`config.mk`:
```
export PLATFORM = sky130hd
export DESIGN_NAME = vsde_sqrt
export DESIGN_NICKNAME = d
export VERILOG_FILES = /design/src/vsde_pkg.sv /design/src/vsde_sqrt.sv
export SDC_FILE = /design/constraint.sdc
export NUM_CORES = 1
export LEC_CHECK = 0
export BUFFER_PORTS_ARGS = -buffer_cell sky130_fd_sc_hd__buf_2
export CAP_MARGIN = 20
export CORE_AREA = 2 2 197 102
export DETAILED_ROUTE_END_ITERATION = 10
export DIE_AREA = 0 0 199 104
export PLACE_DENSITY = 0.63
export SLEW_MARGIN = 20
export SYNTH_ARGS = -nofsm -noshare
export SYNTH_HDL_FRONTEND = slang
export SYNTH_SLANG_ARGS = --single-unit
```
`constraint.sdc`:
```
create_clock -name clk -period 8.8 [get_ports clk]
set_input_delay 1.32 -clock clk [delete_from_list [all_inputs] [get_ports clk]]
set_output_delay 1.32 -clock clk [all_outputs]
set_load 0.01 [all_outputs]
```
`src/vsde_pkg.sv`:
```
// Package for the voxel sphere density erase block.
// Holds modes, register indexes, widths and fixed-point constants; no dependencies.
package vsde_pkg;

  localparam int AXIS_MAX_DEF = 32;

  typedef enum logic [1:0] {
    MODE_WRITE = 2'd0,
    MODE_READ  = 2'd1,
    MODE_ERASE = 2'd2,
    MODE_NONE  = 2'd3
  } mode_t;

  typedef enum logic [2:0] {
    REG_ORIGIN_X = 3'd0,
    REG_ORIGIN_Y = 3'd1,
    REG_ORIGIN_Z = 3'd2,
    REG_SPACING  = 3'd3,
    REG_AXIS     = 3'd4,
    REG_RADIUS   = 3'd5,
    REG_HARDNESS = 3'd6
  } reg_idx_t;

  localparam logic signed [15:0] NEG_ONE_Q12 = -16'sd4096;

  // request from the sweep to the square root unit
  typedef struct packed {
    logic        start;
    logic [63:0] radicand;
  } sqrt_req_t;

endpackage

```
`src/vsde_sqrt.sv`:
```
// Iterative integer square root, one result bit per cycle.
// Depends on vsde_pkg for the request struct.
module vsde_sqrt
  import vsde_pkg::*;
(
  input  logic        clk,
  input  logic        rst,
  input  sqrt_req_t   req,
  output logic        done,
  output logic [31:0] root
);

  logic [31:0] res;
  logic [5:0]  cnt;
  logic        busy;
  logic [33:0] trial;
  logic [33:0] part;
  logic [63:0] rad;

  // candidate for the next root bit
  always_comb begin
    trial = {res, 2'b01};
  end

  // bring down two radicand bits and try the next root bit
  always_ff @(posedge clk) begin
    if (rst) begin
      busy <= 1'b0;
      done <= 1'b0;
    end else begin
      done <= 1'b0;
      if (req.start) begin
        busy <= 1'b1;
        rad  <= req.radicand;
        part <= '0;
        res  <= '0;
        cnt  <= '0;
      end else if (busy) begin
        if ({part[31:0], rad[63:62]} >= trial) begin
          part <= {part[31:0], rad[63:62]} - trial;
          res  <= {res[30:0], 1'b1};
        end else begin
          part <= {part[31:0], rad[63:62]};
          res  <= {res[30:0], 1'b0};
        end
        rad <= {rad[61:0], 2'b00};
        cnt <= cnt + 6'd1;
        if (cnt == 6'd31) begin
          busy <= 1'b0;
          done <= 1'b1;
        end
      end
    end
  end

  assign root = res;

endmodule

```
# Word-level counts from Yosys, hierarchy flattened
# Index checks and enable logic that the tools add are counted.
# W data, S select, Z words.
[classes]
addsub = 2
order_cmp = 1
eq_ne = 1
mux = 11
bitwise = 2
n_reduce_logical = 3
[ops]
columns = ["op", "n"]
rows = [
  ["$mux W64", 2],
  ["$mux W32", 3],
  ["$ge A34 B34 Y1", 1],
  ["$sub A32 B32 Y32", 1],
  ["$add A6 B1 Y6 const B", 1],
  ["$eq A6 B5 Y1 const B", 1],
  ["$mux W6", 1],
  ["$mux W1", 5],
  ["$reduce_or A3 Y1", 1],
  ["$not A1 Y1", 2],
  ["$reduce_and A2 Y1", 1],
  ["$reduce_bool A2 Y1", 1],
]
[word_totals]
regBits = 136
out_inout_bits = 33
word_cells = 26

# Longest topological paths before layout
# Gate-level depths: netlist (run 1).
[logic_depth]
word_depth = 4
ltp_mapped = 13
ltp_nobuf = 10

# Least setup slack after synthesis (run 1)
# OpenSTA, ideal clock, no wires.
[synth_timing]
path_kind = "input-to-reg"
startpoint = "input req[64] (netlist bit)"
endpoint = "register cnt[0] (enable)"
setup_time_ns = 0.630
t_arrival_ns = 7.497
required_time_ns = 8.170
slack_ns = 0.673
path_stages = 4
n_path_buf = 2
path_cell_list = "clkbuf_1 > clkbuf_1 > nor2_1 > nor2_1"
[synth_between]
elab_chain_len = 2
[synth_lines]
columns = ["element", "line", "text"]
rows = [
  ["start, declared", "vsde_sqrt.sv:8", "input sqrt_req_t req,"],
  ["$reduce_bool A2 Y1 (no line)", "n/a", ""],
  ["$reduce_and A2 Y1 (no line)", "n/a", ""],
  ["end signal, assigned", "vsde_sqrt.sv:47", "cnt <= cnt + 6'd1;"],
  ["end, declared", "vsde_sqrt.sv:14", "logic [5:0] cnt;"],
]
# No other way between the ends.
# A chain may end at the register's enable or synchronous reset.

# Worst setup path in the final report (run 1)
[layout_timing]
startpoint = "register res[3], in the netlist root[3]"
endpoint = "register part[5], data pin"
[layout_between]
elab_chain_len = 3
elab_cells_between_ends = 4
classes_between = "add/sub: 1; order compare: 1; mux: 2"
[layout_lines]
columns = ["element", "line", "text"]
rows = [
  ["start, declared", "vsde_sqrt.sv:13", "logic [31:0] res;"],
  ["start signal, assigned", "vsde_sqrt.sv:41", "res <= {res[30:0], 1'b1};"],
  ["start signal, assigned", "vsde_sqrt.sv:44", "res <= {res[30:0], 1'b0};"],
  ["$sub A32 B32 Y32 / $ge A34 B34 Y1 (equally long branches)", "vsde_sqrt.sv:40, vsde_sqrt.sv:39", ""],
  ["$mux W32 *", "vsde_sqrt.sv:39", "if ({part[31:0], rad[63:62]} >= trial) begin"],
  ["$mux W32 *", "vsde_sqrt.sv:38", "end else if (busy) begin"],
  ["end signal, assigned", "vsde_sqrt.sv:40", "part <= {part[31:0], rad[63:62]} - trial;"],
  ["end signal, assigned", "vsde_sqrt.sv:43", "part <= {part[31:0], rad[63:62]};"],
  ["end, declared", "vsde_sqrt.sv:17", "logic [33:0] part;"],
]
# Every way passes the cells marked *; elsewhere a longest branch is shown, timed or not. The select of a mux whose other input is x is not followed.

==> key figures, run 1 <==
Global route
  – Number of antenna violations at the first check in global routing: 0
  – Global Route met3 Usage: 4.18%
  – GR Util met1: 27.8%
  – Routing usage on met2: 21.3%
  – Via count of the first global-routing pass: 4897
  – Remaining global-route overflow: 0
  – Maximum number of pins on one net before global-route repair: 85
  – Overall routing resource usage: between 15 and 20%
  – Busiest grt layer: met1
  – Global-route wire length before repair: 26900 microns

Power
  – Pwr Density: approximately 210 mW/mm^2
  – Leakage power: ~0.0035 uW
  – Maximum resistive drop on vdd: about 0.15 mV

STA
  – Final Cycle Share: approximately 39%
  – Clock period minus final worst setup slack: 3.42 ns
  – Max_slew headroom: between 30 and 40%
  – Slew Viols, Final: 0
  – Setup TNS: 0 ns
  – Pin slew with the least headroom to its limit: slightly below 1 ns
  – Achievable frequency: a little under 300 MHz
  – Setup repair after global routing missed its margin: no
  – Total setup violations reported at the end of the flow: 0
  – Clk_skew: roughly 0.0097 ns
  – Final count of hold timing violations: 0

Outcome
  – Run status: finished, final reports clean

Clock network
  – Number of buffers created by CTS: 17
  – Clock slew at reported path FFs: about 0.06 ns
  – CTS sink count: around 140
  – Insertion delay of the later-clocked pin in the worst-skew pair: around 0.43 ns
  – Number of hold buffers added after cts: 0
  – Maximum level of the CTS H-tree: 4
  – Buffer type at the clock tree root: clkbuf_16
  – TritonCTS clock tree: built
  – Count of cells resized by post-cts repair: 0
  – Max Buffers Root-to-Sink: 2
  – Post-CTS setup buffer count: 0

Place
  – Placed instance count: 980
  – Detailed-placement wirelength estimate: approximately 12000 microns
  – # port buffers: 99
  – Placed standard-cell area: ~0.0082 sq mm
  – Routability congestion estimate: around 0.86

Synth
  – Synthesized-area fraction occupied by and/or/nand/nor cells: between 10% and 20%
  – Most common flop cell mapped by yosys: edfxtp_1
  – Number of nets in the synthesized netlist: between 700 and 800
  – Async set-or-reset flop fraction in the synthesized netlist: 0%
  – Count of warnings emitted by yosys: 0
  – Number of register bits inferred by synthesis: 136
  – Multiplexer share of the synthesized area: between 10% and 20%
  – Count of flip-flops with a built-in enable after synthesis: 134
  – Sequential fraction of the synthesis area: around 54%
  – Post-synthesis instance total: 637
  – Xor and xnor fraction of the mapped netlist area: 3.39%
  – Dominant combinational cell family by area after synthesis: multiplexers
  – Number of distinct library cells after synthesis: just over 60
  – Synthesized-area fraction occupied by adder cells: 5.85%
  – Area fraction in compound gates after synthesis: under 10%
  – Syn_area_per_cell: 11.8 sq um
  – Cell area after technology mapping: about 0.0075 sq mm

Floorplanning
  – Die ar.: slightly above 0.02 sq mm
  – Die boundary width: between 150 and 200 microns
  – Die Span Y: around 100 microns
  – Number of placement rows: 36
  – # IOs: 100
  – Initial core utilization: 39.3%
  – Core outline area: 0.0191 sq mm

Layout
  – Final std cell area, no fill: roughly 0.0088 sq mm
  – Top library cells by usage in the layout, fill and taps aside: edfxtp_1, buf_2, nor2_1
  – Most common cell after layout, fill and taps aside: edfxtp_1
  – Filler cells: 1766
  – Fraction of final layout cells sized beyond drive strength 1: between 20 and 30%
  – Antenna diode instance count: 0
  – Fin nets: 835
  – Count of non-filler cells in the finished layout: around 1.0k
  – Area delta synth->final: 17.4%

Min path
  – Hold depth: 1
  – Worst hold-check path type: flip-flop to flip-flop

Worst setup path
  – Biggest fanout along the worst timing path: 37
  – Data required time at the worst endpoint: just under 9 ns
  – CP top delay family: compound AO/OA/AOI/OAI gates
  – Startpoint kind of the worst setup timing path: flip-flop
  – Instance count on the critical path: 11
  – Data arrival time of the worst path: between 3 and 4 ns
  – CP cell instances: inv_1 -> ha_1 -> a211oi_2 -> o21ai_0 -> o21ai_2 -> o2bb2ai_1 -> o21ai_1 -> a211oi_4 -> buf_4 -> mux2i_1 -> nor2_1
  – Startpoint-to-endpoint class of the critical path: flip-flop to flip-flop
  – R2r setup slk: around 5.4 ns
  – CP Capture Type: flip-flop
  – Peak per-stage delay on the critical path: about 0.51 ns
  – Slowest CP cell: buf_4
  – Worst Reg-to-Reg Cells: 11
  – Critical path buffer and inverter count: 2

Routing
  – Vias after detailed routing: 5141
  – Antenna Violating Nets Remaining: 0
  – Violation count after the first detailed-route iteration: 371
  – Number of DRC violations after detailed routing: 0
  – Detailed Route WL: around 17000 microns
  – DR vias/cell: a little over 5
  – Wirelength per Cell: approximately 17 microns
  – TritonRoute pass-1 iters: 5

Job
  – Max Cap Viol: 0
-- power breakdown --
part	switching (uW)	internal, uW	total (uW)
registers	20.7	774	795
logic	204	148	352
clock network	291	417	709
-- metal layers --
layer / vias to the layer above / wire length, microns / share of wire (%)
li1: 2518 / - / -
met1: 2468 / 9190 / 55
met2: 147 / 6430 / 38
met3: 8 / 985 / 5.9
met4: 0 / 104 / 0.62
met5: - / 0 / 0
-- sequential cells by signal, indices dropped and copies added (netlist names) --
name / count
part: 32
cnt: 6
rad: 64
busy: 1
root: 32
done: 1
-- area by class of cell --
type / instances / area (sq um) / area share [%]
clock inverter: 14 / 149 / 1.69
sequential: 136 / 4060 / 46.2
clock buffer: 17 / 425 / 4.84
tap: 266 / 333 / 3.79
timing repair buffer: 103 / 528 / 6.01
multi-input combinational: 433 / 3140 / 35.7
inverter: 42 / 158 / 1.79
-- Yosys cell counts (3+ instances only) --
cell	instances	area [sq um]
clkbuf_1	16	60.1
a211oi_1	6	45.0
and2_1	4	25.0
nand2_1	30	113
a31oi_1	5	31.3
inv_1	42	158
nand2b_1	4	25.0
mux2i_1	23	230
ha_1	35	438
buf_1	3	11.3
xor2_1	11	96.3
o21ai_0	26	130
mux2_2	62	698
buf_6	3	33.8
clkbuf_8	3	41.3
xnor2_1	18	158
nand4_1	6	37.5
edfxtp_1	134	4020
nor3_1	5	25.0
a21oi_1	38	190
o21a_1	3	22.5
a21o_1	11	82.6
nand3_1	18	90.1
nor2_1	84	315
nor2b_1	4	25.0
-- worst register-to-register path, cell delays in order (launching register included) --
cell and delay, ns:
edfxtp_1 0.40, inv_1 0.12, ha_1 0.31, a211oi_2 0.32, o21ai_0 0.18, o21ai_2 0.25
o2bb2ai_1 0.22, o21ai_1 0.18, a211oi_4 0.27, buf_4 0.51, mux2i_1 0.31, nor2_1 0.06
-- through the flow --
step,worst slack (ns),utilization (%),total power [uW],hold slack [ns]
4_1_cts,5.41,46.1,1870,0.546
3_3_place_gp,5.37,43.1,1150,0.529
2_1_floorplan,0.673,-,1070,0.460
3_5_place_dp,5.36,43.1,1150,0.534
5_1_grt,5.12,46.1,1940,0.550
6_report,5.38,46.1,1860,0.540
-- path summary, 6_finish.rpt --
kind | from | endpoint
max reg2reg | root[3]$_SDFFCE_PP0P_ | part[5]$_SDFFCE_PP0P_
max | root[3]$_SDFFCE_PP0P_ | part[5]$_SDFFCE_PP0P_
min reg2reg | rad[23]$_DFFE_PP_ | rad[25]$_DFFE_PP_
min | rad[23]$_DFFE_PP_ | rad[25]$_DFFE_PP_
-- cells by family after synthesis --
logic type,after synthesis
mux,85
compound gates,113
fa+ha+maj,35
buf+inv,68
xor+xnor,29
simple gates,171
flops,136
No activity file was read; power rests on OpenSTA's default activity.
==> run 2, diff against run 1 <==
--- a/config.mk
+++ b/config.mk
@@ -5,12 +5,13 @@
 export SDC_FILE = /design/constraint.sdc
 export NUM_CORES = 1
 export LEC_CHECK = 0
+export ABC_AREA = 1
 export BUFFER_PORTS_ARGS = -buffer_cell sky130_fd_sc_hd__buf_2
 export CAP_MARGIN = 20
-export CORE_AREA = 2 2 197 102
+export CORE_AREA = 2 2 211 109
 export DETAILED_ROUTE_END_ITERATION = 10
-export DIE_AREA = 0 0 199 104
-export PLACE_DENSITY = 0.63
+export DIE_AREA = 0 0 213 111
+export PLACE_DENSITY = 0.65
 export SLEW_MARGIN = 20
 export SYNTH_ARGS = -nofsm -noshare
 export SYNTH_HDL_FRONTEND = slang
==> constraint.sdc (replaced) <==
create_clock -name clk -period 2.9 [get_ports clk]
set_input_delay 0.435 -clock clk [delete_from_list [all_inputs] [get_ports clk]]
set_output_delay 0.435 -clock clk [all_outputs]
set_load 0.01 [all_outputs]
==> key figures, run 2 <==
Worst setup path
  – R2r setup slk: approximately 0.25 ns
  – Data required time at the worst endpoint: 3.09 ns
  – CP Capture Type: flip-flop
  – Data arrival time of the worst path: between 2 and 3 ns
  – Startpoint kind of the worst setup timing path: flip-flop
  – Worst flop-to-flop path endpoint: part[24]$_SDFFCE_PP0P_
  – Worst Reg-to-Reg Cells: 13
  – Biggest fanout along the worst timing path: 16
  – FF-to-FF Start: part[20]$_SDFFCE_PP0P_
  – Startpoint-to-endpoint class of the critical path: flip-flop to flip-flop

Layout
  – Filler cells: about 2.3k
  – Area delta synth->final: 16.4%
  – Most common cell after layout, fill and taps aside: nand2_1
  – Final core utilization: a little under half
  – Final std cell area, no fill: roughly 0.01 sq mm
  – Fin nets: between 1k and 1.5k
  – Top library cells by usage in the layout, fill and taps aside: nand2_1, inv_1, nor2_1
  – Fraction of final layout cells sized beyond drive strength 1: between 10% and 20%
  – Flip-flop count of the largest register, all copies and words added: 64
  – Register name with the most flops: rad

Synth
  – Top cell type by total area after synthesis: edfxtp_1
  – Cell area after technology mapping: roughly 0.0086 sq mm
  – Leading post-synthesis cells by cell area: edfxtp_1, nand2_1, inv_1
  – Syn_area_per_cell: around 7.5 sq um
  – Number of distinct library cells after synthesis: 34
  – Async set-or-reset flop fraction in the synthesized netlist: 0%
  – Count of warnings emitted by yosys: 0
  – Top cells by count, synth: nand2_1, inv_1, nor2_1
  – Number of register bits inferred by synthesis: 136
  – Most common flop cell mapped by yosys: edfxtp_1
  – Sequential fraction of the synthesis area: 47.4%
  – Count of flip-flops with a built-in enable after synthesis: between 100 and 150
  – Share of Yosys cell area claimed by the top area cell type: 46.9%
  – Number of nets in the synthesized netlist: roughly 1.2k
  – Dominant cell by count in the synthesized netlist: nand2_1
  – Post-synthesis instance total: around 1.1k

Floorplanning
  – Die ar.: 0.0236 sq mm
  – Initial core utilization: between 30% and 40%
  – Die Span Y: between 100 and 150 microns
  – Number of placement rows: 39
  – Core outline area: ~0.022 sq mm
  – Die boundary width: approximately 210 microns
  – # IOs: 100

Routing
  – Antenna Violating Nets Remaining: 0
  – TritonRoute pass-1 iters: 7
  – DR vias/cell: 4.64
  – Number of DRC violations after detailed routing: 0
  – Detailed Route WL: about 23000 microns
  – Wirelength per Cell: between 10 and 15 microns
  – Vias after detailed routing: around 7.3k
  – Violation count after the first detailed-route iteration: between 600 and 700

Clock network
  – Buffer type at the clock tree root: clkbuf_16
  – Max Buffers Root-to-Sink: 2
  – Clock slew at reported path FFs: 0.06 ns
  – CTS sink count: around 140
  – Maximum level of the CTS H-tree: 4
  – Count of cells resized by post-cts repair: 0
  – Insertion delay of the later-clocked pin in the worst-skew pair: 0.45 ns
  – TritonCTS clock tree: built
  – Number of hold buffers added after cts: 0
  – Post-CTS setup buffer count: 0
  – Number of buffers created by CTS: 17

Power
  – Maximum resistive drop on vdd: 0.375 mV
  – Pwr Density: between 500 and 600 mW/mm^2
  – Leakage power: roughly 0.005 uW

STA
  – Final count of hold timing violations: 0
  – Final Cycle Share: 91.3%
  – Setup repair after global routing missed its margin: no
  – Final hold slack: approximately 0.2 ns
  – Pin slew with the least headroom to its limit: a little under 0.7 ns
  – Clk_skew: between 0.01 and 0.015 ns
  – Max_slew headroom: between 50 and 60%
  – Achievable frequency: about 380 MHz
  – Slew Viols, Final: 0
  – Clock period minus final worst setup slack: 2.65 ns
  – Setup TNS: 0 ns
  – Total setup violations reported at the end of the flow: 0

Place
  – Detailed-placement wirelength estimate: 16800 microns
  – Routability congestion estimate: approximately 0.99
  – Placed standard-cell area: ~0.0094 sq mm
  – # port buffers: a little under 100

Global route
  – Number of antenna violations at the first check in global routing: 1
  – Overall routing resource usage: roughly a fifth
  – Via count of the first global-routing pass: about 6.7k
  – Maximum number of pins on one net before global-route repair: ~100
  – Remaining global-route overflow: 0
  – Global-route wire length before repair: ~36000 microns

Job
  – Max Cap Viol: 0

Min path
  – Worst hold-check path type: primary input to flip-flop
  – Hold depth: 2
  – Worst hold start: rst
  – Hold worst-path end: done$_SDFF_PP0_

Outcome
  – Run status: finished, final reports clean
run 2: changes by cell type in the layout (fill, tap and decap cells not counted), sizes merged, moves of 14 or more:
cell / delta
nor2: +67
mux2i: -23
xnor2: -16
inv: +134
a21oi: -15
nand2: +471
nand3: +14
mux2: -62
nand3b: +22
o21ai: -27
run 2: through the flow:
stage	setup slack, ns	total power (uW)	instances
2_1_floorplan	-0.333	3400	1147
3_3_place_gp	0.370	3770	1535
3_5_place_dp	0.318	3790	1535
4_1_cts	0.315	5860	1567
5_1_grt	0.0196	6130	1567
6_report	0.252	5810	1568
run 2: power breakdown:
group / internal [uW] / switching, uW / total [uW] / leakage (uW)
Sequential: 2350 / 61.0 / 2410 / 0.00132
Clock: 1140 / 899 / 2040 / 0.000258
Combinational: 452 / 909 / 1360 / 0.00353
Total: 3940 / 1870 / 5810 / 0.00511
run 2: routing by layer:
layer / vias to the layer above / routed length [microns] / global-route usage [%]
met5: - / 0 / 0
met4: 0 / 189 / 4.80
met3: 15 / 2160 / 6.86
met2: 221 / 7880 / 23.8
met1: 3302 / 12400 / 33.0
li1: 3743 / - / -
run 2: worst max-delay path: stages, from the launching register on:
cell and delay, ns:
edfxtp_1 0.47, ha_1 0.35, nand2_1 0.13, nor2_1 0.27, nand2_1 0.16, nor2_2 0.17, nand3b_1 0.08, nand2_1 0.10
nor2_4 0.09, nand2_8 0.10, buf_4 0.23, nand2_1 0.11, nand2_1 0.07, nor2_1 0.05
run 2: how the worst max path moves through the flow:
stage / start / end / slack, ns / cells past startpoint
after floorplan: req[64] / cnt[0]$_SDFFCE_PP0P_ / -0.33 / 3
after global placement: part[26]$_SDFFCE_PP0P_ / part[23]$_SDFFCE_PP0P_ / 0.37 / 13
after detailed placement: part[26]$_SDFFCE_PP0P_ / part[23]$_SDFFCE_PP0P_ / 0.32 / 13
after CTS: part[26]$_SDFFCE_PP0P_ / part[23]$_SDFFCE_PP0P_ / 0.31 / 13
after global routing: root[23]$_SDFFCE_PP0P_ / part[4]$_SDFFCE_PP0P_ / 0.02 / 13
final: part[20]$_SDFFCE_PP0P_ / part[24]$_SDFFCE_PP0P_ / 0.25 / 13
run 2: logic make-up after synthesis:
| group | count (synthesis) | synth area share [%] |
|---|---|---|
| simple gates | 727 | 34.6 |
| xor+xnor | 14 | 1.43 |
| flops | 136 | 47.4 |
| fa+ha+maj | 35 | 5.11 |
| compound gates | 29 | 1.85 |
| buf+inv | 206 | 9.58 |
run 2: cell type report:
cell class	count	area, sq um	share of cell area, %
Clock inverter	13	96.3	0.965
Tap cell	307	384	3.85
Multi-Input combinational cell	805	3700	37.1
Antenna cell	1	2.50	0.0251
Inverter	177	677	6.78
Timing Repair Buffer	110	606	6.07
Sequential cell	136	4060	40.7
Clock buffer	19	453	4.54
==> run 3, diff against run 2 <==
--- a/config.mk
+++ b/config.mk
@@ -6,12 +6,12 @@
 export NUM_CORES = 1
 export LEC_CHECK = 0
 export ABC_AREA = 1
-export BUFFER_PORTS_ARGS = -buffer_cell sky130_fd_sc_hd__buf_2
+export BUFFER_PORTS_ARGS = -buffer_cell sky130_fd_sc_hd__clkbuf_2
 export CAP_MARGIN = 20
-export CORE_AREA = 2 2 211 109
+export CORE_AREA = 2 2 182 95
 export DETAILED_ROUTE_END_ITERATION = 10
-export DIE_AREA = 0 0 213 111
-export PLACE_DENSITY = 0.65
+export DIE_AREA = 0 0 184 97
+export PLACE_DENSITY = 0.81
 export SLEW_MARGIN = 20
 export SYNTH_ARGS = -nofsm -noshare
 export SYNTH_HDL_FRONTEND = slang
==> key figures, run 3 (synthesis results as in run 2) <==
Global route
  – Number of antenna violations at the first check in global routing: 0
  – Via count of the first global-routing pass: between 6k and 7k
  – Maximum number of pins on one net before global-route repair: 75
  – Overall routing resource usage: ~25%
  – Global-route wire length before repair: around 35000 microns
  – Remaining global-route overflow: 0

Floorplanning
  – # IOs: 100
  – Core outline area: ~0.016 sq mm
  – Die ar.: around 0.018 sq mm
  – Die boundary width: between 150 and 200 microns
  – Number of placement rows: 33
  – Initial core utilization: between 50% and 60%
  – Die Span Y: slightly below 100 microns

Min path
  – Worst hold-check path type: primary input to flip-flop
  – Worst hold start: rst

Routing
  – Antenna Violating Nets Remaining: 0
  – Vias after detailed routing: approximately 7.5k
  – Number of DRC violations after detailed routing: 0
  – TritonRoute pass-1 iters: 5
  – Detailed Route WL: 22300 microns
  – Violation count after the first detailed-route iteration: approximately 820
  – DR vias/cell: between 5 and 6
  – Routed length on met3: between 2000 and 3000 microns
  – Max layer used: met4
  – Wire length on met1: 11400 microns
  – Wirelength per Cell: between 15 and 20 microns
  – Met2 WL: slightly above 8000 microns

Place
  – Routability congestion estimate: between 1 and 1.5
  – Placed instance count: 1442
  – Worst slack after detailed placement: between 0.1 and 0.15 ns
  – # port buffers: 99
  – Detailed-placement wirelength estimate: 16400 microns

Layout
  – Top library cells by usage in the layout, fill and taps aside: nand2_1, inv_1, nor2_1
  – Area delta synth->final: 16.1%
  – Most common cell after layout, fill and taps aside: nand2_1
  – Fin nets: roughly 1.4k
  – Flip-flop count of the largest register, all copies and words added: between 60 and 70
  – Antenna diode instance count: 0
  – Fraction of final layout cells sized beyond drive strength 1: between 10% and 20%
  – Register name with the most flops: rad
  – Count of non-filler cells in the finished layout: 1478

STA
  – Total setup violations reported at the end of the flow: 0
  – Achievable frequency: 376 MHz
  – Slew Viols, Final: 0
  – Clk_skew: roughly 0.015 ns
  – Clock period minus final worst setup slack: 2.66 ns
  – Final count of hold timing violations: 0
  – Max_slew headroom: between 50% and 60%
  – Worst Setup Slack, final: 0.240 ns
  – Pin slew with the least headroom to its limit: approximately 0.63 ns
  – Setup repair after global routing missed its margin: no
  – Final Cycle Share: 91.7%

Worst setup path
  – Data required time at the worst endpoint: 3.17 ns
  – FF-to-FF Start: part[23]$_SDFFCE_PP0P_
  – Critical path startpoint: part[23]$_SDFFCE_PP0P_
  – Biggest fanout along the worst timing path: 21
  – Startpoint kind of the worst setup timing path: flip-flop
  – Startpoint-to-endpoint class of the critical path: flip-flop to flip-flop
  – CP Capture Type: flip-flop
  – Data arrival time of the worst path: just under 3 ns

Outcome
  – Run status: finished, final reports clean

Clock network
  – Count of cells resized by post-cts repair: 0
  – CTS sink count: 136
  – Insertion delay of the later-clocked pin in the worst-skew pair: 0.43 ns
  – TritonCTS clock tree: built
  – Max Buffers Root-to-Sink: 2
  – Post-CTS setup buffer count: 0
  – Number of buffers created by CTS: 17
  – Clock slew at reported path FFs: around 0.060 ns
  – Number of hold buffers added after cts: 0
  – Buffer type at the clock tree root: clkbuf_16
  – Maximum level of the CTS H-tree: 4

Power
  – Maximum resistive drop on vdd: 0.422 mV
  – Pwr Density: 598 mW/mm^2
  – Leakage power: 0.00517 uW

Job
  – Max Cap Viol: 0
==> run 3: changes by cell type in the layout (fill, tap and decap cells not counted), moves of 2 or more <==
cell and delta:
clkbuf_2 +98, clkinv_2 -2, inv_6 -2, buf_4 +6
buf_2 -98
==> run 3: report_power, final <==
group          switching, uW  total (uW)  internal [uW]
sequential              64.8        2410           2350
clock                    903        2140           1240
combinational            924        1400            473
total                   1890        5950           4060
==> run 3: per-stage QoR <==
step                      power [uW]  instance area [sq um]  hold slack, ns  utilization [%]  TNS (ns)
final                           5950                   9950           0.232             61.8         0
after global routing            6230                   9950           0.230             61.8         0
after CTS                       5910                   9930           0.225             61.6         0
after detailed placement        3790                   9350           0.497             58.1         0
after global placement          3770                   9350           0.486             58.1         0
after floorplan                 3400                   8610           0.474                -    -44.79
==> run 3: area by class of cell <==
type / count / area (sq um)
clock buffer: 20 / 457
clock inverter: 12 / 119
fill: 1462 / 6150
inverter: 177 / 677
multi-input combinational: 806 / 3700
sequential: 136 / 4060
tap: 210 / 263
timing repair buffer: 117 / 671
==> run 3: path summary, 6_finish.rpt <==
path | end | slack (ns) | depth (start not counted)
setup reg to reg | part[3]$_SDFFCE_PP0P_ | 0.24 | 12
setup / recovery | part[3]$_SDFFCE_PP0P_ | 0.24 | 12
hold / removal | done$_SDFF_PP0_ | 0.23 | 2
hold reg to reg | done$_SDFF_PP0_ | 0.50 | 2
==> run 3: metal layers <==
metal,global-route usage (%),vias to the layer above
met5,0,-
met4,3.14,0
met3,7.00,13
met2,32.3,355
met1,42.6,3344
li1,-,3761
==> run 3: worst max-delay path, cell delays in order, from the launching register on <==
cell	delay [ns]
edfxtp_1	0.44
ha_1	0.36
a21oi_1	0.23
nand2_1	0.10
inv_1	0.06
nand2_1	0.10
nand2_1	0.08
nand2_1	0.15
nor2_4	0.31
nand2_8	0.10
inv_2	0.32
nor2_1	0.09
nor2_1	0.14
